<file path="config.mk">
export PLATFORM = sky130hd
export DESIGN_NAME = ncc_norm
export DESIGN_NICKNAME = d
export VERILOG_FILES = /design/src/hdl/ncc_pkg.sv /design/src/hdl/ncc_norm.sv
export SDC_FILE = /design/constraint.sdc
export NUM_CORES = 2
export LEC_CHECK = 0
export ABC_CLOCK_PERIOD_IN_PS = 9900
export BUFFER_PORTS_ARGS = -buffer_cell sky130_fd_sc_hd__buf_2
export CORE_MARGIN = 1.5
export CORE_UTILIZATION = 65
export DETAILED_ROUTE_END_ITERATION = 6
export MAX_ROUTING_LAYER = met4
export PLACE_DENSITY = 0.9
export SLEW_MARGIN = 0
export SYNTH_ARGS = -nofsm -noshare
export SYNTH_HDL_FRONTEND = slang
export SYNTH_SLANG_ARGS = --single-unit
</file>
<file path="constraint.sdc">
create_clock -name clk -period 9.9 [get_ports clk]
set_input_delay 0.495 -clock clk [delete_from_list [all_inputs] [get_ports clk]]
set_output_delay 0.495 -clock clk [all_outputs]
set_load 0.02 [all_outputs]
</file>
<file path="src/hdl/ncc_pkg.sv">
// Shared types, widths and register codes of the nearest-centroid classifier.
// No dependencies; every other file of the block imports this package.
`default_nettype none

package ncc_pkg;

  localparam int NFEAT            = 4;
  localparam int SAMP_W           = 24;
  localparam int DIFF_W           = SAMP_W + 1;
  localparam int SCALE_W          = 32;
  localparam int PROD_W           = DIFF_W + SCALE_W + 1;
  localparam int FRAC_SHIFT       = 8;
  localparam int NORM_W           = 20;
  localparam int CENT_W           = 16;
  localparam int ABS_W            = 20;
  localparam int SQ_W             = 2 * ABS_W;
  localparam int DIST_W           = SQ_W + 2;
  localparam int ENTRY_W          = 4;
  localparam int CFG_IDX_W        = 4;
  localparam int CFG_DATA_W       = 32;
  localparam int SLOT_EXT_W       = 9;
  localparam int MAX_CLUSTERS_DEF = 16;

  typedef logic signed [SAMP_W-1:0]      samp_t;
  typedef logic        [SCALE_W-1:0]     scale_t;
  typedef logic signed [NORM_W-1:0]      norm_t;
  typedef logic        [CENT_W-1:0]      cent_t;
  typedef logic        [NFEAT*CENT_W-1:0] cent_word_t;

  localparam scale_t SCALE_RESET = 32'h0001_0000;
  localparam norm_t  NORM_MAX    = {1'b0, {(NORM_W-1){1'b1}}};
  localparam norm_t  NORM_MIN    = {1'b1, {(NORM_W-1){1'b0}}};

  localparam logic [CFG_IDX_W-1:0] REG_MOISTURE_MIN   = 4'd0;
  localparam logic [CFG_IDX_W-1:0] REG_SUN_MIN        = 4'd1;
  localparam logic [CFG_IDX_W-1:0] REG_SLOPE_MIN      = 4'd2;
  localparam logic [CFG_IDX_W-1:0] REG_TEMP_MIN       = 4'd3;
  localparam logic [CFG_IDX_W-1:0] REG_MOISTURE_SCALE = 4'd4;
  localparam logic [CFG_IDX_W-1:0] REG_SUN_SCALE      = 4'd5;
  localparam logic [CFG_IDX_W-1:0] REG_SLOPE_SCALE    = 4'd6;
  localparam logic [CFG_IDX_W-1:0] REG_TEMP_SCALE     = 4'd7;

  localparam logic FUNC_WRITE    = 1'b0;
  localparam logic FUNC_CLASSIFY = 1'b1;

  typedef struct packed {
    logic               en;
    logic [ENTRY_W-1:0] addr;
    cent_word_t         data;
  } tbl_wr_t;

  typedef struct packed {
    logic               done;
    logic               found;
    logic [ENTRY_W-1:0] idx;
  } scan_res_t;

endpackage

`default_nettype wire

</file>
<file path="src/hdl/ncc_norm.sv">
// Feature normalizer: (sample - min) * scale, floor to Q.16, saturate to Q4.16.
// One shared multiplier, one feature per cycle. Depends on ncc_pkg.
`default_nettype none

module ncc_norm (
  input  logic            clk,
  input  logic            rst_n,
  input  logic            start,
  input  ncc_pkg::samp_t  sample  [ncc_pkg::NFEAT],
  input  ncc_pkg::samp_t  min_val [ncc_pkg::NFEAT],
  input  ncc_pkg::scale_t scale   [ncc_pkg::NFEAT],
  output logic            done,
  output ncc_pkg::norm_t  norm    [ncc_pkg::NFEAT]
);
  import ncc_pkg::*;

  localparam int F_W = $clog2(NFEAT);
  localparam logic [F_W-1:0] F_LAST = F_W'(NFEAT - 1);
  localparam int SAT_LO = FRAC_SHIFT + NORM_W - 1;

  logic                     iss_r;
  logic [F_W-1:0]           iss_f_r;
  logic                     a_vld_r;
  logic [F_W-1:0]           a_f_r;
  logic signed [DIFF_W-1:0] a_d_r;
  scale_t                   a_s_r;
  logic                     b_vld_r;
  logic [F_W-1:0]           b_f_r;
  logic signed [PROD_W-1:0] b_p_r;
  norm_t                    n_r [NFEAT];
  logic                     done_r;

  logic signed [PROD_W-1:0]  prod;
  logic [PROD_W-1-SAT_LO:0]  upper;
  logic                      ovf;
  norm_t                     sat;

  assign prod = $signed({{(PROD_W-DIFF_W){a_d_r[DIFF_W-1]}}, a_d_r})
              * $signed({{(PROD_W-SCALE_W){1'b0}}, a_s_r});

  assign upper = b_p_r[PROD_W-1:SAT_LO];
  assign ovf   = !((&upper) || (~|upper));
  assign sat   = ovf ? (b_p_r[PROD_W-1] ? NORM_MIN : NORM_MAX)
                     : b_p_r[SAT_LO:FRAC_SHIFT];

  always_ff @(posedge clk) begin
    if (!rst_n) begin
      iss_r   <= 1'b0;
      iss_f_r <= '0;
      a_vld_r <= 1'b0;
      b_vld_r <= 1'b0;
      done_r  <= 1'b0;
    end else begin
      if (start) begin
        iss_r   <= 1'b1;
        iss_f_r <= '0;
      end else if (iss_r) begin
        iss_f_r <= iss_f_r + 1'b1;
        if (iss_f_r == F_LAST) begin
          iss_r <= 1'b0;
        end
      end
      a_vld_r <= iss_r;
      b_vld_r <= a_vld_r;
      done_r  <= b_vld_r && (b_f_r == F_LAST);
    end
  end

  always_ff @(posedge clk) begin
    a_f_r <= iss_f_r;
    a_d_r <= DIFF_W'(sample[iss_f_r]) - DIFF_W'(min_val[iss_f_r]);
    a_s_r <= scale[iss_f_r];
    b_f_r <= a_f_r;
    b_p_r <= prod;
    if (b_vld_r) begin
      n_r[b_f_r] <= sat;
    end
  end

  assign done = done_r;
  assign norm = n_r;

endmodule

`default_nettype wire

</file>
### Word level (Yosys, flattened, before mapping)

Index checks and enable logic that the tools add are counted.

* $mul: 1
* reduce and logical (&&, ||, !) cells: 7
* multiplexer cells: 17
* $lt $le $gt $ge: 3
* equality and inequality tests: 2
* bitwise operators: 3
* add/subtract/negate cells: 2

Operators by type and width (count)
* 24-bit binary-select mux with 2-bit select: 2
* 24-bit 2-to-1 mux: 4
* 80-bit bitwise mux: 1
* 32-bit binary-select mux with 2-bit select: 1
* 32-bit 2-to-1 mux: 2
* 20-bit 2-to-1 mux: 3
* 25-bit by 33-bit multiplier with 58-bit output: 1
* 20-bit demux with 2-bit select: 1
* 31-bit AND reduction: 1
* 31-bit OR reduction: 1
* 24-bit by 24-bit subtractor with 25-bit output: 1
* 3-bit >= comparator (second input constant): 2
* 2-bit NOT with 3-bit output: 2
* 2-bit equality test (second input constant): 2
* 3-bit by 1-bit < comparator with 1-bit output (second input constant): 1
* 1-bit 2-to-1 mux: 3
* 2-bit by 1-bit adder with 2-bit output (second input constant): 1
* 1-bit logical AND: 2
* 2-bit OR reduction: 1
* 1-bit logical NOT: 1
* 1-bit logical OR: 1
* 1-bit NOT: 1

* register bits after elaboration: 205
* word-level logic and storage cells: 49
* output and inout port bits: 81
* bits of input ports: 323

### Longest topological paths before layout

* depth in word-level cells: 6
* mapped depth: 27
* gate-level depth less buffers: 25

### Worst setup path after synthesis

OpenSTA, ideal clock, no wires.

* path kind: register to register
* start point: reg a_s_r[14]
* end point: reg b_p_r[57]
* library setup time: 0.118 ns
* period minus slack after synthesis: 6.414 ns
* slack: 3.486 ns
* data required time: 9.782 ns
* buffers on the path: 2
* arrival: 6.296 ns
* stages on the path, launching flop included: 26
* cell sequence: dfxtp_1 -> clkbuf_1 -> nand2_1 -> fa_1 -> inv_1 -> fa_1 -> inv_1 -> fa_1 -> fa_1 -> inv_1 -> fa_1 -> fa_1 -> inv_1 -> fa_1 -> inv_1 -> ha_1 -> buf_2 -> a21oi_1 -> o21ai_1 -> or3_4 -> o211a_4 -> a31oi_4 -> a21oi_4 -> a31oi_4 -> o21ai_2 -> xnor2_1

* word-level cells in the longest chain between the ends: 1

Ends and longest elaborated chain
* from (decl): line ncc_norm.sv:26 `scale_t a_s_r;`
* from (signal assigned): line ncc_norm.sv:72 `a_s_r <= scale[iss_f_r];`
* 25-bit by 33-bit multiplier with 58-bit output: line ncc_norm.sv:39 `* $signed({{(PROD_W-SCALE_W){1'b0}}, a_s_r});`
* net prod[57]: line ncc_norm.sv:33 `logic signed [PROD_W-1:0] prod;`
* to (signal assigned): line ncc_norm.sv:74 `b_p_r <= prod;`
* to (decl): line ncc_norm.sv:29 `logic signed [PROD_W-1:0] b_p_r;`

The timed path passes the listed nets, and every way through them passes these cells.
A chain may end at the register's enable or synchronous reset.

### Worst setup path in the final report

* start point: reg a_s_r[11]
* end point: reg b_p_r[39]

Same word-level chain as after synthesis.

==> run_results.csv <==
group,metric,value,unit
run_status,status,"complete, but fails checks",
run_status,violations,"design-rule violations",
yosys,synth_edf_count,80,
critical_path,cpPeakStageDelay,1.06,ns
yosys,syn_inst,3533,
die,design.die.area,54810,um2
cells_and_area,seq_area,4753,um2
route,drtPass1Iterations,7,
yosys,synthDistinctLibCells,74,
timing,finalCritPeriodShare,0.7548,
timing,timing.final.ws_setup,2.427,ns
die,chipWidth,234.1,um
yosys,synth_fp_nets,4791,
timing,setup_viol,0,
critical_path,crit_chain,"nand2_1, fa_1, inv_1, fa_1, inv_1, fa_1, inv_1, fa_1, fa_1, fa_1, inv_1, fa_1, inv_1, ha_1, nand2_1, o211ai_1, a41o_1, o211ai_1, o21ai_1, nand3_1, o21bai_1, a21oi_1, xnor2_1",
critical_path,endpoint_kind,"flip-flop",
die,die_h,234.1,um
critical_path,rrSetupSlack,2.43,ns
die,rows,84,
clock_tree,cts.repair.resized,0,
yosys,synth_ff_type,"dfxtp_1",
clock_tree,cts_root_buf,"clkbuf_16",
yosys,synth_top_area_frac,0.3962,
route,drtAntennaViolNets,0,
critical_path,cp_max_fo,25,
yosys,avgSynthCellArea,9.826,um2
critical_path,crit_top_cell,"fa_1",
die,initial_core_util,0.6593,
global_route,grt_pass1_wl,149600,um
clock_tree,postCtsSetupRepairBufs,0,
clock_tree,clock_latency,0.50,ns
yosys,synth_top_area_cell,"fa_1",
critical_path,crit_slowest_cell,"dfxtp_1",
critical_path,worst-path-buf-inv,5,
timing,rsz0062_at_grt,"no",
clock_tree,cts_made_buffers,17,
die,ioPinCount,404,
critical_path,cp_data_required_time,10.28,ns
yosys,synth_warnings,0,
yosys,synth_area,34720,um2
die,core,52660,um2
min_path,hold_class,"in2reg",
placed_design,place_hpwl,76020,um
route,remaining_drc_errors,16,
clock_tree,cts_tree,"built",
yosys,ys_async_sr_fraction,0,
critical_path,critPathTopFamily,"adder cells",
cells_and_area,multiInputGateArea,26320,um2
timing,timing.fmax,133.8,MHz
yosys,synth.area.top_cells,"fa_1 40%, ha_1 8.9%, inv_1 8.5%, and2_1 7.6%, edfxtp_1 6.9%",
cells_and_area,drive_gt1_frac,0.1569,
yosys,yosysSeqAreaShare,0.1367,
timing,clock_skew,0.01547,ns
clock_tree,clk_pin_slew_worst_paths,0.08,ns
route,drt-wirelength-per-cell,20.98,um
cells_and_area,fillCellCount,3563,
timing,worst_slew_margin_rel,0.2206,
yosys,synth-seq-cells,197,
global_route,overflow,0,
timing,period_needed,7.473,ns
timing,slew_violations,0,
placed_design,dpl_cell_area,37290,um2
cells_and_area,final_util,0.7194,
global_route,gr-usage-all-layers,0.3768,
global_route,grt_max_degree,69,
cells_and_area,fin_nets,5082,
placed_design,pre_cts_ws,2.608,ns
flow_run,max-cap-violations,0,
timing,hold_viol,0,
clock_tree,htreeDepth,4,
global_route,antenna_found_initial,4,
cells_and_area,syn2layout_area_growth,9.122,%
critical_path,cp-start-kind,"flip-flop",
route,vias,26678,
timing,setup_tns,0,ns
clock_tree,clockBufferDepth,2,
cells_and_area,fin_area,37880,um2
placed_design,gp_congestion,0.9767,
route,first_iter_violations,2055,
global_route,first_global_vias,29394,
critical_path,crit_arrival,7.85,ns
timing,timing_worst_slew_pin_value,1.167,ns
placed_design,portBuffers,403,
critical_path,crit_type,"reg2reg",
clock_tree,cts.sinks,197,
clock_tree,postCtsHoldBufs,0,
route,via_per_inst,5.892,
route,drt_wl_total,94990,um
through the flow:
| stage | hold slack, ns | cells |
|---|---|---|
| final | 0.2333 | 4528 |
| after global routing | 0.2352 | 4528 |
| after CTS | 0.2060 | 4525 |
| after detailed placement | 0.3150 | 4493 |
| after global placement | 0.3110 | 4493 |
| after floorplan | 0.3096 | 3533 |
area by class of cell:
type,count,area share
multi-input cells,2368,0.6948
diodes,3,0.0001982
clock inverters,13,0.003534
flip-flops and latches,197,0.1255
inverters,786,0.07788
repair buffers,454,0.06335
well taps,688,0.02272
clock buffers,19,0.01199
registers in the layout, indices dropped and copies added, names as in the netlist:
name,flops
a_vld_r,1
iss_f_r,2
a_s_r,32
b_f_r,2
done,1
b_vld_r,1
b_p_r,50
a_f_r,2
iss_r,1
a_d_r,25
norm,80
metal layers:
layer | global-route usage | share of wire | up-vias
met4 | 0.3197 | 0.098 | 0
met5 | - | 0 | -
met3 | 0.06384 | 0.077 | 570
li1 | - | - | 11316
met1 | 0.3822 | 0.31 | 13179
met2 | 0.6342 | 0.51 | 1613
synthesized netlist by cell type, drive strengths merged (2+ instances only):
| library cell | number |
|---|---|
| clkbuf | 162 |
| nor4 | 10 |
| o31ai | 4 |
| nand2 | 415 |
| dfxtp | 117 |
| o211ai | 5 |
| buf | 20 |
| fa | 687 |
| o22ai | 2 |
| a2111oi | 4 |
| nand4 | 25 |
| nand3 | 17 |
| ha | 248 |
| o2111ai | 3 |
| a31oi | 16 |
| nor2b | 27 |
| and3 | 6 |
| xor2 | 22 |
| and2 | 419 |
| nor3 | 17 |
| o211a | 2 |
| nor2 | 46 |
| xnor2 | 49 |
| a21oi | 77 |
| edfxtp | 80 |
| a21boi | 6 |
| o21ai | 72 |
| a41oi | 2 |
| a21o | 38 |
| o21a | 6 |
| o311ai | 3 |
| a221oi | 3 |
| nand2b | 18 |
| or3 | 4 |
| mux4 | 80 |
| a211oi | 2 |
| inv | 786 |
| nor3b | 2 |
| o21bai | 19 |
worst register-to-register path, stage by stage (launching register included):
cell and delay [ns]:
dfxtp_1 1.06, nand2_1 0.21, fa_1 0.62, inv_1 0.07, fa_1 0.48, inv_1 0.06, fa_1 0.53, inv_1 0.06
fa_1 0.40, fa_1 0.50, fa_1 0.57, inv_1 0.06, fa_1 0.47, inv_1 0.05, ha_1 0.44, nand2_1 0.17
o211ai_1 0.18, a41o_1 0.25, o211ai_1 0.14, o21ai_1 0.23, nand3_1 0.20, o21bai_1 0.33, a21oi_1 0.13, xnor2_1 0.13
path summary, 6_finish.rpt:
kind              cells after the start      start   endpoint
hold reg to reg                       0   a_f_r[1]   b_f_r[1]
setup / recovery                     23  a_s_r[11]  b_p_r[39]
hold / removal                        2      start      iss_r
setup reg to reg                     23  a_s_r[11]  b_p_r[39]
placed cells by master, fill, tap and decap left out, types with 9 or more instances in the layout:
cell / n
a21o_1: 38
a21oi_1: 73
a31oi_1: 14
and2_1: 419
buf_2: 403
buf_4: 51
clkbuf_16: 18
dfxtp_1: 114
edfxtp_1: 80
fa_1: 687
ha_1: 248
inv_1: 786
mux4_2: 80
nand2_1: 414
nand2b_1: 18
nand3_1: 14
nand4_1: 25
nor2_1: 46
nor2b_1: 27
nor3_1: 14
nor4_1: 10
o21ai_0: 60
o21ai_1: 9
o21bai_1: 18
xnor2_1: 49
xor2_1: 22
kinds of logic after synthesis:
| kind of cell | after synthesis | share of synthesized area |
|---|---|---|
| AND/OR/NAND/NOR | 1010 | 0.1491 |
| buffers and inverters | 968 | 0.1052 |
| adder cells (fa/ha/maj) | 935 | 0.4855 |
| AO/OA/AOI/OAI | 271 | 0.05334 |
| flip-flops | 197 | 0.1367 |
| multiplexers | 81 | 0.05219 |
| XOR/XNOR | 71 | 0.01791 |
Power is left out: the tool's default activity adds up to more than one toggle a clock period on the data nets, which glitch-free logic cannot reach.
