==> src/hdl/ncc_pkg.sv <==
// Shared types, widths and register codes of the nearest-centroid classifier.
// No dependencies; every other file of the block imports this package.
`default_nettype none

package ncc_pkg;

  localparam int NFEAT            = 4;
  localparam int SAMP_W           = 24;
  localparam int DIFF_W           = SAMP_W + 1;
  localparam int SCALE_W          = 32;
  localparam int PROD_W           = DIFF_W + SCALE_W + 1;
  localparam int FRAC_SHIFT       = 8;
  localparam int NORM_W           = 20;
  localparam int CENT_W           = 16;
  localparam int ABS_W            = 20;
  localparam int SQ_W             = 2 * ABS_W;
  localparam int DIST_W           = SQ_W + 2;
  localparam int ENTRY_W          = 4;
  localparam int CFG_IDX_W        = 4;
  localparam int CFG_DATA_W       = 32;
  localparam int SLOT_EXT_W       = 9;
  localparam int MAX_CLUSTERS_DEF = 16;

  typedef logic signed [SAMP_W-1:0]      samp_t;
  typedef logic        [SCALE_W-1:0]     scale_t;
  typedef logic signed [NORM_W-1:0]      norm_t;
  typedef logic        [CENT_W-1:0]      cent_t;
  typedef logic        [NFEAT*CENT_W-1:0] cent_word_t;

  localparam scale_t SCALE_RESET = 32'h0001_0000;
  localparam norm_t  NORM_MAX    = {1'b0, {(NORM_W-1){1'b1}}};
  localparam norm_t  NORM_MIN    = {1'b1, {(NORM_W-1){1'b0}}};

  localparam logic [CFG_IDX_W-1:0] REG_MOISTURE_MIN   = 4'd0;
  localparam logic [CFG_IDX_W-1:0] REG_SUN_MIN        = 4'd1;
  localparam logic [CFG_IDX_W-1:0] REG_SLOPE_MIN      = 4'd2;
  localparam logic [CFG_IDX_W-1:0] REG_TEMP_MIN       = 4'd3;
  localparam logic [CFG_IDX_W-1:0] REG_MOISTURE_SCALE = 4'd4;
  localparam logic [CFG_IDX_W-1:0] REG_SUN_SCALE      = 4'd5;
  localparam logic [CFG_IDX_W-1:0] REG_SLOPE_SCALE    = 4'd6;
  localparam logic [CFG_IDX_W-1:0] REG_TEMP_SCALE     = 4'd7;

  localparam logic FUNC_WRITE    = 1'b0;
  localparam logic FUNC_CLASSIFY = 1'b1;

  typedef struct packed {
    logic               en;
    logic [ENTRY_W-1:0] addr;
    cent_word_t         data;
  } tbl_wr_t;

  typedef struct packed {
    logic               done;
    logic               found;
    logic [ENTRY_W-1:0] idx;
  } scan_res_t;

endpackage

`default_nettype wire

==> src/hdl/ncc_scan.sv <==
// Centroid table memory, valid bits and the distance scan pipeline.
// Reads one slot per cycle and keeps the nearest valid one. Depends on ncc_pkg.
`default_nettype none

module ncc_scan #(
  parameter int MAX_CLUSTERS = ncc_pkg::MAX_CLUSTERS_DEF
) (
  input  logic               clk,
  input  logic               rst_n,
  input  logic               start,
  input  ncc_pkg::tbl_wr_t   wr,
  input  ncc_pkg::norm_t     norm [ncc_pkg::NFEAT],
  output ncc_pkg::scan_res_t res
);
  import ncc_pkg::*;

  localparam int IDX_W = (MAX_CLUSTERS > 1) ? $clog2(MAX_CLUSTERS) : 1;
  localparam logic [IDX_W-1:0] IDX_LAST = IDX_W'(MAX_CLUSTERS - 1);
  localparam int PIPE  = 4;
  localparam int SDIFF_W = NORM_W + 1;

  cent_word_t              mem [MAX_CLUSTERS];
  logic [MAX_CLUSTERS-1:0] valid_r;

  logic [SLOT_EXT_W-1:0] wr_ext;
  logic                  wr_hit;
  logic [IDX_W-1:0]      wr_idx;

  logic             rd_act_r;
  logic [IDX_W-1:0] rd_idx_r;
  cent_word_t       rd_data_r;
  logic             s1_vld_r;
  logic             s1_ok_r;
  logic [IDX_W-1:0] s1_idx_r;
  logic             s1_last_r;

  logic [ABS_W-1:0]    abs_nxt [NFEAT];
  logic [ABS_W-1:0]    abs_r   [NFEAT];
  logic [SQ_W-1:0]     sq_r    [NFEAT];
  logic [SQ_W:0]       pair_r  [2];
  logic [DIST_W-1:0]   sum_r;

  logic             pv_r    [PIPE];
  logic             pok_r   [PIPE];
  logic [IDX_W-1:0] pidx_r  [PIPE];
  logic             plast_r [PIPE];

  logic              found_r;
  logic [DIST_W-1:0] best_r;
  logic [IDX_W-1:0]  best_idx_r;
  logic              done_r;
  logic [SLOT_EXT_W-1:0] best_ext;

  assign wr_ext = SLOT_EXT_W'(wr.addr);
  assign wr_hit = wr.en && (wr_ext < SLOT_EXT_W'(MAX_CLUSTERS));
  assign wr_idx = wr_ext[IDX_W-1:0];

  always_ff @(posedge clk) begin
    if (wr_hit) begin
      mem[wr_idx] <= wr.data;
    end
    rd_data_r <= mem[rd_idx_r];
  end

  always_ff @(posedge clk) begin
    if (!rst_n) begin
      valid_r <= '0;
    end else if (wr_hit) begin
      valid_r[wr_idx] <= 1'b1;
    end
  end

  always_comb begin
    logic signed [SDIFF_W-1:0] diff;
    for (int f = 0; f < NFEAT; f++) begin
      diff = $signed(SDIFF_W'(rd_data_r[f*CENT_W +: CENT_W])) - SDIFF_W'(norm[f]);
      abs_nxt[f] = diff[SDIFF_W-1] ? ABS_W'(-diff) : ABS_W'(diff);
    end
  end

  always_ff @(posedge clk) begin
    if (!rst_n) begin
      rd_act_r <= 1'b0;
      rd_idx_r <= '0;
      s1_vld_r <= 1'b0;
      for (int k = 0; k < PIPE; k++) begin
        pv_r[k] <= 1'b0;
      end
      found_r <= 1'b0;
      done_r  <= 1'b0;
    end else begin
      if (start) begin
        rd_act_r <= 1'b1;
        rd_idx_r <= '0;
      end else if (rd_act_r) begin
        rd_idx_r <= rd_idx_r + 1'b1;
        if (rd_idx_r == IDX_LAST) begin
          rd_act_r <= 1'b0;
        end
      end
      s1_vld_r <= rd_act_r;
      pv_r[0]  <= s1_vld_r;
      for (int k = 1; k < PIPE; k++) begin
        pv_r[k] <= pv_r[k-1];
      end
      if (start) begin
        found_r <= 1'b0;
      end else if (pv_r[PIPE-1] && pok_r[PIPE-1] && (!found_r || (sum_r < best_r))) begin
        found_r <= 1'b1;
      end
      done_r <= pv_r[PIPE-1] && plast_r[PIPE-1];
    end
  end

  always_ff @(posedge clk) begin
    s1_ok_r   <= valid_r[rd_idx_r];
    s1_idx_r  <= rd_idx_r;
    s1_last_r <= (rd_idx_r == IDX_LAST);
    pok_r[0]   <= s1_ok_r;
    pidx_r[0]  <= s1_idx_r;
    plast_r[0] <= s1_last_r;
    for (int k = 1; k < PIPE; k++) begin
      pok_r[k]   <= pok_r[k-1];
      pidx_r[k]  <= pidx_r[k-1];
      plast_r[k] <= plast_r[k-1];
    end
    for (int f = 0; f < NFEAT; f++) begin
      abs_r[f] <= abs_nxt[f];
      sq_r[f]  <= abs_r[f] * abs_r[f];
    end
    pair_r[0] <= (SQ_W+1)'(sq_r[0]) + (SQ_W+1)'(sq_r[1]);
    pair_r[1] <= (SQ_W+1)'(sq_r[2]) + (SQ_W+1)'(sq_r[3]);
    sum_r     <= DIST_W'(pair_r[0]) + DIST_W'(pair_r[1]);
    if (pv_r[PIPE-1] && pok_r[PIPE-1] && (!found_r || (sum_r < best_r))) begin
      best_r     <= sum_r;
      best_idx_r <= pidx_r[PIPE-1];
    end
  end

  assign best_ext  = SLOT_EXT_W'(best_idx_r);
  assign res.done  = done_r;
  assign res.found = found_r;
  assign res.idx   = best_ext[ENTRY_W-1:0];

endmodule

`default_nettype wire

==> config.mk <==
export PLATFORM = sky130hd
export DESIGN_NAME = ncc_scan
export DESIGN_NICKNAME = d
export VERILOG_FILES = /design/src/hdl/ncc_pkg.sv /design/src/hdl/ncc_scan.sv
export SDC_FILE = /design/constraint.sdc
export NUM_CORES = 2
export LEC_CHECK = 0
export ABC_AREA = 1
export BUFFER_PORTS_ARGS = -buffer_cell sky130_fd_sc_hd__buf_4
export CORE_MARGIN = 2
export CORE_UTILIZATION = 58
export CTS_BUF_LIST = sky130_fd_sc_hd__clkbuf_8
export DETAILED_ROUTE_END_ITERATION = 12
export PLACE_DENSITY_LB_ADDON = 0.05
export RECOVER_POWER = 50
export SLEW_MARGIN = 20
export SYNTH_ARGS = -nofsm -noshare
export SYNTH_HDL_FRONTEND = slang
export SYNTH_SLANG_ARGS = --single-unit
==> constraint.sdc <==
create_clock -name clk -period 8.6 [get_ports clk]
set_clock_uncertainty 0.1 [all_clocks]
set_input_delay 1.72 -clock clk [delete_from_list [all_inputs] [get_ports clk]]
set_output_delay 1.72 -clock clk [all_outputs]
set_load 0.01 [all_outputs]
# == Yosys cells after proc, flatten, opt, wreduce, memory -nomap -nowiden ==
# Memory sizes are Yosys's and may differ from the RTL's. A register that Yosys moved wholly into a read port is not among the register bits.
# Index checks and enable logic that the tools add are counted.
# op_classes
n_addsub,12
mul,4
magnitude_cmp,5
eq_ne,1
mux,19
bitwise_logic,6
reduce_logical,8
# op_table
op,count
20-bit by 20-bit multiplier with 40-bit output,4
17-bit by 20-bit subtractor with 21-bit output,4
40-bit by 40-bit adder with 41-bit output,2
20-bit 2-to-1 mux,4
20-bit negation,4
41-bit by 41-bit adder with 42-bit output,1
42-bit less-than comparator,1
16-bit OR,1
"4-bit by 5-bit less-than comparator with 1-bit output, second input constant",3
1-bit 2-to-1 mux,13
1-bit logical AND,5
"4-bit by 1-bit adder with 4-bit output, second input constant",1
1-bit binary-select mux with 4-bit select,1
1-bit demux with 4-bit select,1
"4-bit == test, second input constant",1
"4-bit by 1-bit greater-or-equal comparator with 1-bit output, second input constant",1
1-bit OR,4
2-bit OR reduction,1
1-bit zero test,1
1-bit logical OR,1
1-bit inverter,1
# totals
regBits,114
mem_bits_rw,1374
mem_count,8
# mem_list
memory,depth,width,read_ports,rd_clocked_by_memory_dff,write_ports,line_no,text
mem,16,64,1,1,1,ncc_scan.sv:22,cent_word_t mem [MAX_CLUSTERS];
sq_r,4,40,4,0,4,ncc_scan.sv:39,logic [SQ_W-1:0] sq_r [NFEAT];
pair_r,2,41,2,0,2,ncc_scan.sv:40,logic [SQ_W:0] pair_r [2];
abs_r,4,20,4,0,4,ncc_scan.sv:38,logic [ABS_W-1:0] abs_r [NFEAT];
pidx_r,4,4,4,1,4,ncc_scan.sv:45,logic [IDX_W-1:0] pidx_r [PIPE];
plast_r,4,1,4,0,4,ncc_scan.sv:46,logic plast_r [PIPE];
2 more memories,-,-,-,-,-,-,

# == Longest topological paths before layout ==
# logic_depth
ltp_word,5
mapped_depth,30
depth_no_buf,29

# == Worst setup path before layout ==
# No wires, ideal clock.
# synth_timing
path_kind,flip-flop to flip-flop
startpoint,memory abs_r[3][8]
endpoint,memory sq_r[3][26] (netlist bit)
setup_ns,0.127
arrival_time_ns,6.171
required_time_ns,8.373
path_slack_ns,2.203
stages_incl_launch_ff,25
path_buffers,2
period_less_slack_ns,6.397
cell_sequence,dfxtp_1 > clkbuf_1 > buf_1 > nand2_1 > fa_1 > inv_1 > fa_1 > fa_1 > fa_1 > inv_1 > fa_1 > inv_1 > fa_1 > inv_1 > fa_1 > inv_1 > ha_1 > nand2_1 > nor2_1 > nor2_1 > a21oi_1 > or2_2 > a21oi_1 > o21ai_0 > xor2_1
# synth_rtl
item,line_no
"start, declared",ncc_scan.sv:38
"end, declared",ncc_scan.sv:39

==> impl_metrics.tcl <==
set metrics [dict create \
    dr.first_iter.drc_count 6570 \
    ys_top_cells_by_area "edfxtp_1 28%, fa_1 20%, ha_1 9.2%, dfxtp_1 8.5%, inv_1 7.8%" \
    rsz0062_at_grt "no" \
    maxCapViolations 11 \
    hpwlAfterDp_mm 221.7 \
    worst_hold_path_type "reg -> reg" \
    register_area_mm2 0.04179 \
    die_x_um 446.5 \
    syn_avg_cell_area_um2 9.375 \
    timing.setup.tns_ns 0 \
    die_area_mm2 0.1994 \
    clk_path_buf_depth 4 \
    yosysMostFrequentCell "inv_1" \
    whs_endpoint "plast_r[3]$_DFF_P_" \
    first_pass_iters 6 \
    drive_gt1_frac 0.04995 \
    crit_type "reg -> reg" \
    r2r_cells 22 \
    grt_pass1_vias 85900 \
    hp-start "plast_r[2]$_DFF_P_" \
    crit_arrival_ns 7.93 \
    slew_headroom -1.278 \
    required_ns 9.40 \
    synth_commonest_cells "2,357 x inv_1, 2,059 x nand2_1, 1,128 x nor2_1, 1,117 x fa_1, 1,070 x edfxtp_1" \
    cts_tree "done" \
    syn-instance-count 12120 \
    start_kind "register" \
    grt-ovfl-total 0 \
    synth-edff-count 1070 \
    max_freq_mhz 140.3 \
    synthArstFlopShare 0 \
    synthesis.area_mm2 0.1136 \
    rrSetupSlack_ns 1.47 \
    post_cts_resize_count 0 \
    status "complete, but fails checks" \
    multi_input_area_mm2 0.06151 \
    n_fill_cell 16540 \
    start_util 0.5832 \
    hold_violations 0 \
    r2r-start "abs_r[3][7]$_DFF_P_" \
    period_needed_ns 7.126 \
    syn-num-nets 14220 \
    clock-sinks 1552 \
    vias 83280 \
    core_area_mm2 0.1948 \
    synthFlopType "edfxtp_1" \
    post_drt_wl_per_cell_um 20.26 \
    area_growth_pct 7.454 \
    rows 162 \
    ctsHoldBuffers 0 \
    grt.total_usage 0.3103 \
    io_pins 158 \
    failed_checks "max-capacitance violations, max-slew violations" \
    vias_per_cell 5.526 \
    cts_buffers 278 \
    clock_latency_ns 1.05 \
    reg2reg_to "sq_r[3][26]$_DFF_P_" \
    die_h_um 446.5 \
    hold_depth 0 \
    yosysWarnings 0 \
    grt_max_degree 210 \
    grt_pass1_wl_mm 478.3 \
    grt_antenna_before_repair 22 \
    place.port_buffers 157 \
    postRouteAntennaNets 0 \
    worstSetupEndpointType "register" \
    nets 14360 \
    cts-root-buf "clkbuf_8" \
    synthDistinctLibCells 63 \
    synth_top_area_frac 0.2829 \
    drt-total-wl_mm 305.3 \
    path_clk_slew_ns 0.06 \
    htreeDepth 5 \
    maxSlewViolCount 324 \
    worst_pin_slew_ns 3.418 \
    post-route-period-util 0.8286 \
    yosys.area.top_type "edfxtp_1" \
    finalSetupViolations 0 \
    post_cts_buffers 0 \
    cp_max_fo 21 \
    ys_seq_elements 1552 \
    drcViolationCount 0 \
    place_congestion 0.9594 \
    ys_seq_area_frac 0.3678 \
]
==> state kept, by name, indices dropped and copies added, names as in the netlist, 16 cells and up <==
register   count
mem         1024
best_r        42
sum_r         42
abs_r         80
sq_r         156
pidx_r        16
pair_r        82
valid_r       16
rd_data_r     64
==> layout by cell type (no fill, tap or decap), drive strengths merged, types with 40 or more instances in the layout <==
| cell | instances |
|---|---|
| nand2 | 2084 |
| o21ai | 772 |
| nand3 | 331 |
| a21oi | 397 |
| o22ai | 164 |
| dfxtp | 482 |
| inv | 2457 |
| xor2 | 275 |
| buf | 153 |
| nor3 | 47 |
| o221ai | 110 |
| nand4 | 70 |
| clkinv | 50 |
| o21bai | 63 |
| ha | 838 |
| nor2 | 1144 |
| o211ai | 40 |
| fa | 1117 |
| a31oi | 71 |
| clkbuf | 391 |
| edfxtp | 1070 |
| xnor2 | 112 |
| a21o | 46 |
==> cell type report <==
type / instances / area share
Multi-Input combinational cell: 7814 / 0.5039
Sequential cell: 1552 / 0.3423
Inverter: 2367 / 0.07293
Clock buffer: 308 / 0.03473
Tap cell: 2624 / 0.02690
Timing Repair Buffer: 236 / 0.01233
Clock inverter: 155 / 0.006530
Antenna cell: 15 / 0.0003075
==> worst max-delay path, stage by stage (launching register included) <==
cell	delay, ns
dfxtp_1	0.97
nand2_1	0.32
xor2_1	0.25
ha_1	0.21
o21bai_1	0.17
fa_1	0.49
inv_1	0.05
fa_1	0.50
inv_1	0.05
fa_1	0.49
fa_1	0.57
fa_1	0.44
fa_1	0.48
ha_1	0.36
nand2_1	0.14
nor2_1	0.16
inv_1	0.05
nor2_1	0.08
inv_1	0.05
nor4_1	0.47
a21oi_1	0.24
o21ai_0	0.25
xor2_1	0.17
==> metrics by stage <==
stage	std cells	utilization	hold WS (ns)	worst slack (ns)	instance area, um^2
after floorplan	12120	-	0.2096	2.203	113600
after global placement	14590	0.6023	0.2101	1.604	117300
after detailed placement	14590	0.6025	0.2121	1.537	117400
after CTS	15060	0.6284	0.1787	1.559	122400
after global routing	15070	0.6266	0.1914	1.080	122100
final	15070	0.6266	0.1795	1.474	122100
==> logic make-up (layout without fill, tap and decap cells) <==
logic type	Yosys count	count (layout)	synth area share
AO/OA/AOI/OAI	1724	1724	0.08783
XOR/XNOR	387	387	0.03014
adder cells (fa/ha/maj)	1955	1955	0.2892
buffers and inverters	2750	3066	0.09148
flip-flops	1552	1552	0.3678
other	0	15	0
AND/OR/NAND/NOR	3748	3748	0.1336
==> per-layer routing <==
layer  part of all wire  vias to the layer above  GRT usage
met3              0.060                      630    0.03836
met2               0.49                     2827     0.5249
met5            0.00024                        -          0
li1                   -                    39070          -
met4              0.036                       12     0.1142
met1               0.42                    40740     0.4106
==> worst max path at each step <==
stage	to	startpoint	slack (ns)
floorplan	sq_r[3][26]$_DFF_P_	abs_r[3][8]$_DFF_P_	2.20
detailed placement	sq_r[0][34]$_DFF_P_	abs_r[0][7]$_DFF_P_	1.54
finish	sq_r[3][26]$_DFF_P_	abs_r[3][7]$_DFF_P_	1.47
global route	sq_r[0][31]$_DFF_P_	abs_r[0][4]$_DFF_P_	1.08
CTS	sq_r[0][31]$_DFF_P_	abs_r[0][7]$_DFF_P_	1.56
global placement	sq_r[0][34]$_DFF_P_	abs_r[0][7]$_DFF_P_	1.60
Power is not shown: default switching activity piles up to over one toggle a cycle in this logic, so the estimate is an artifact.
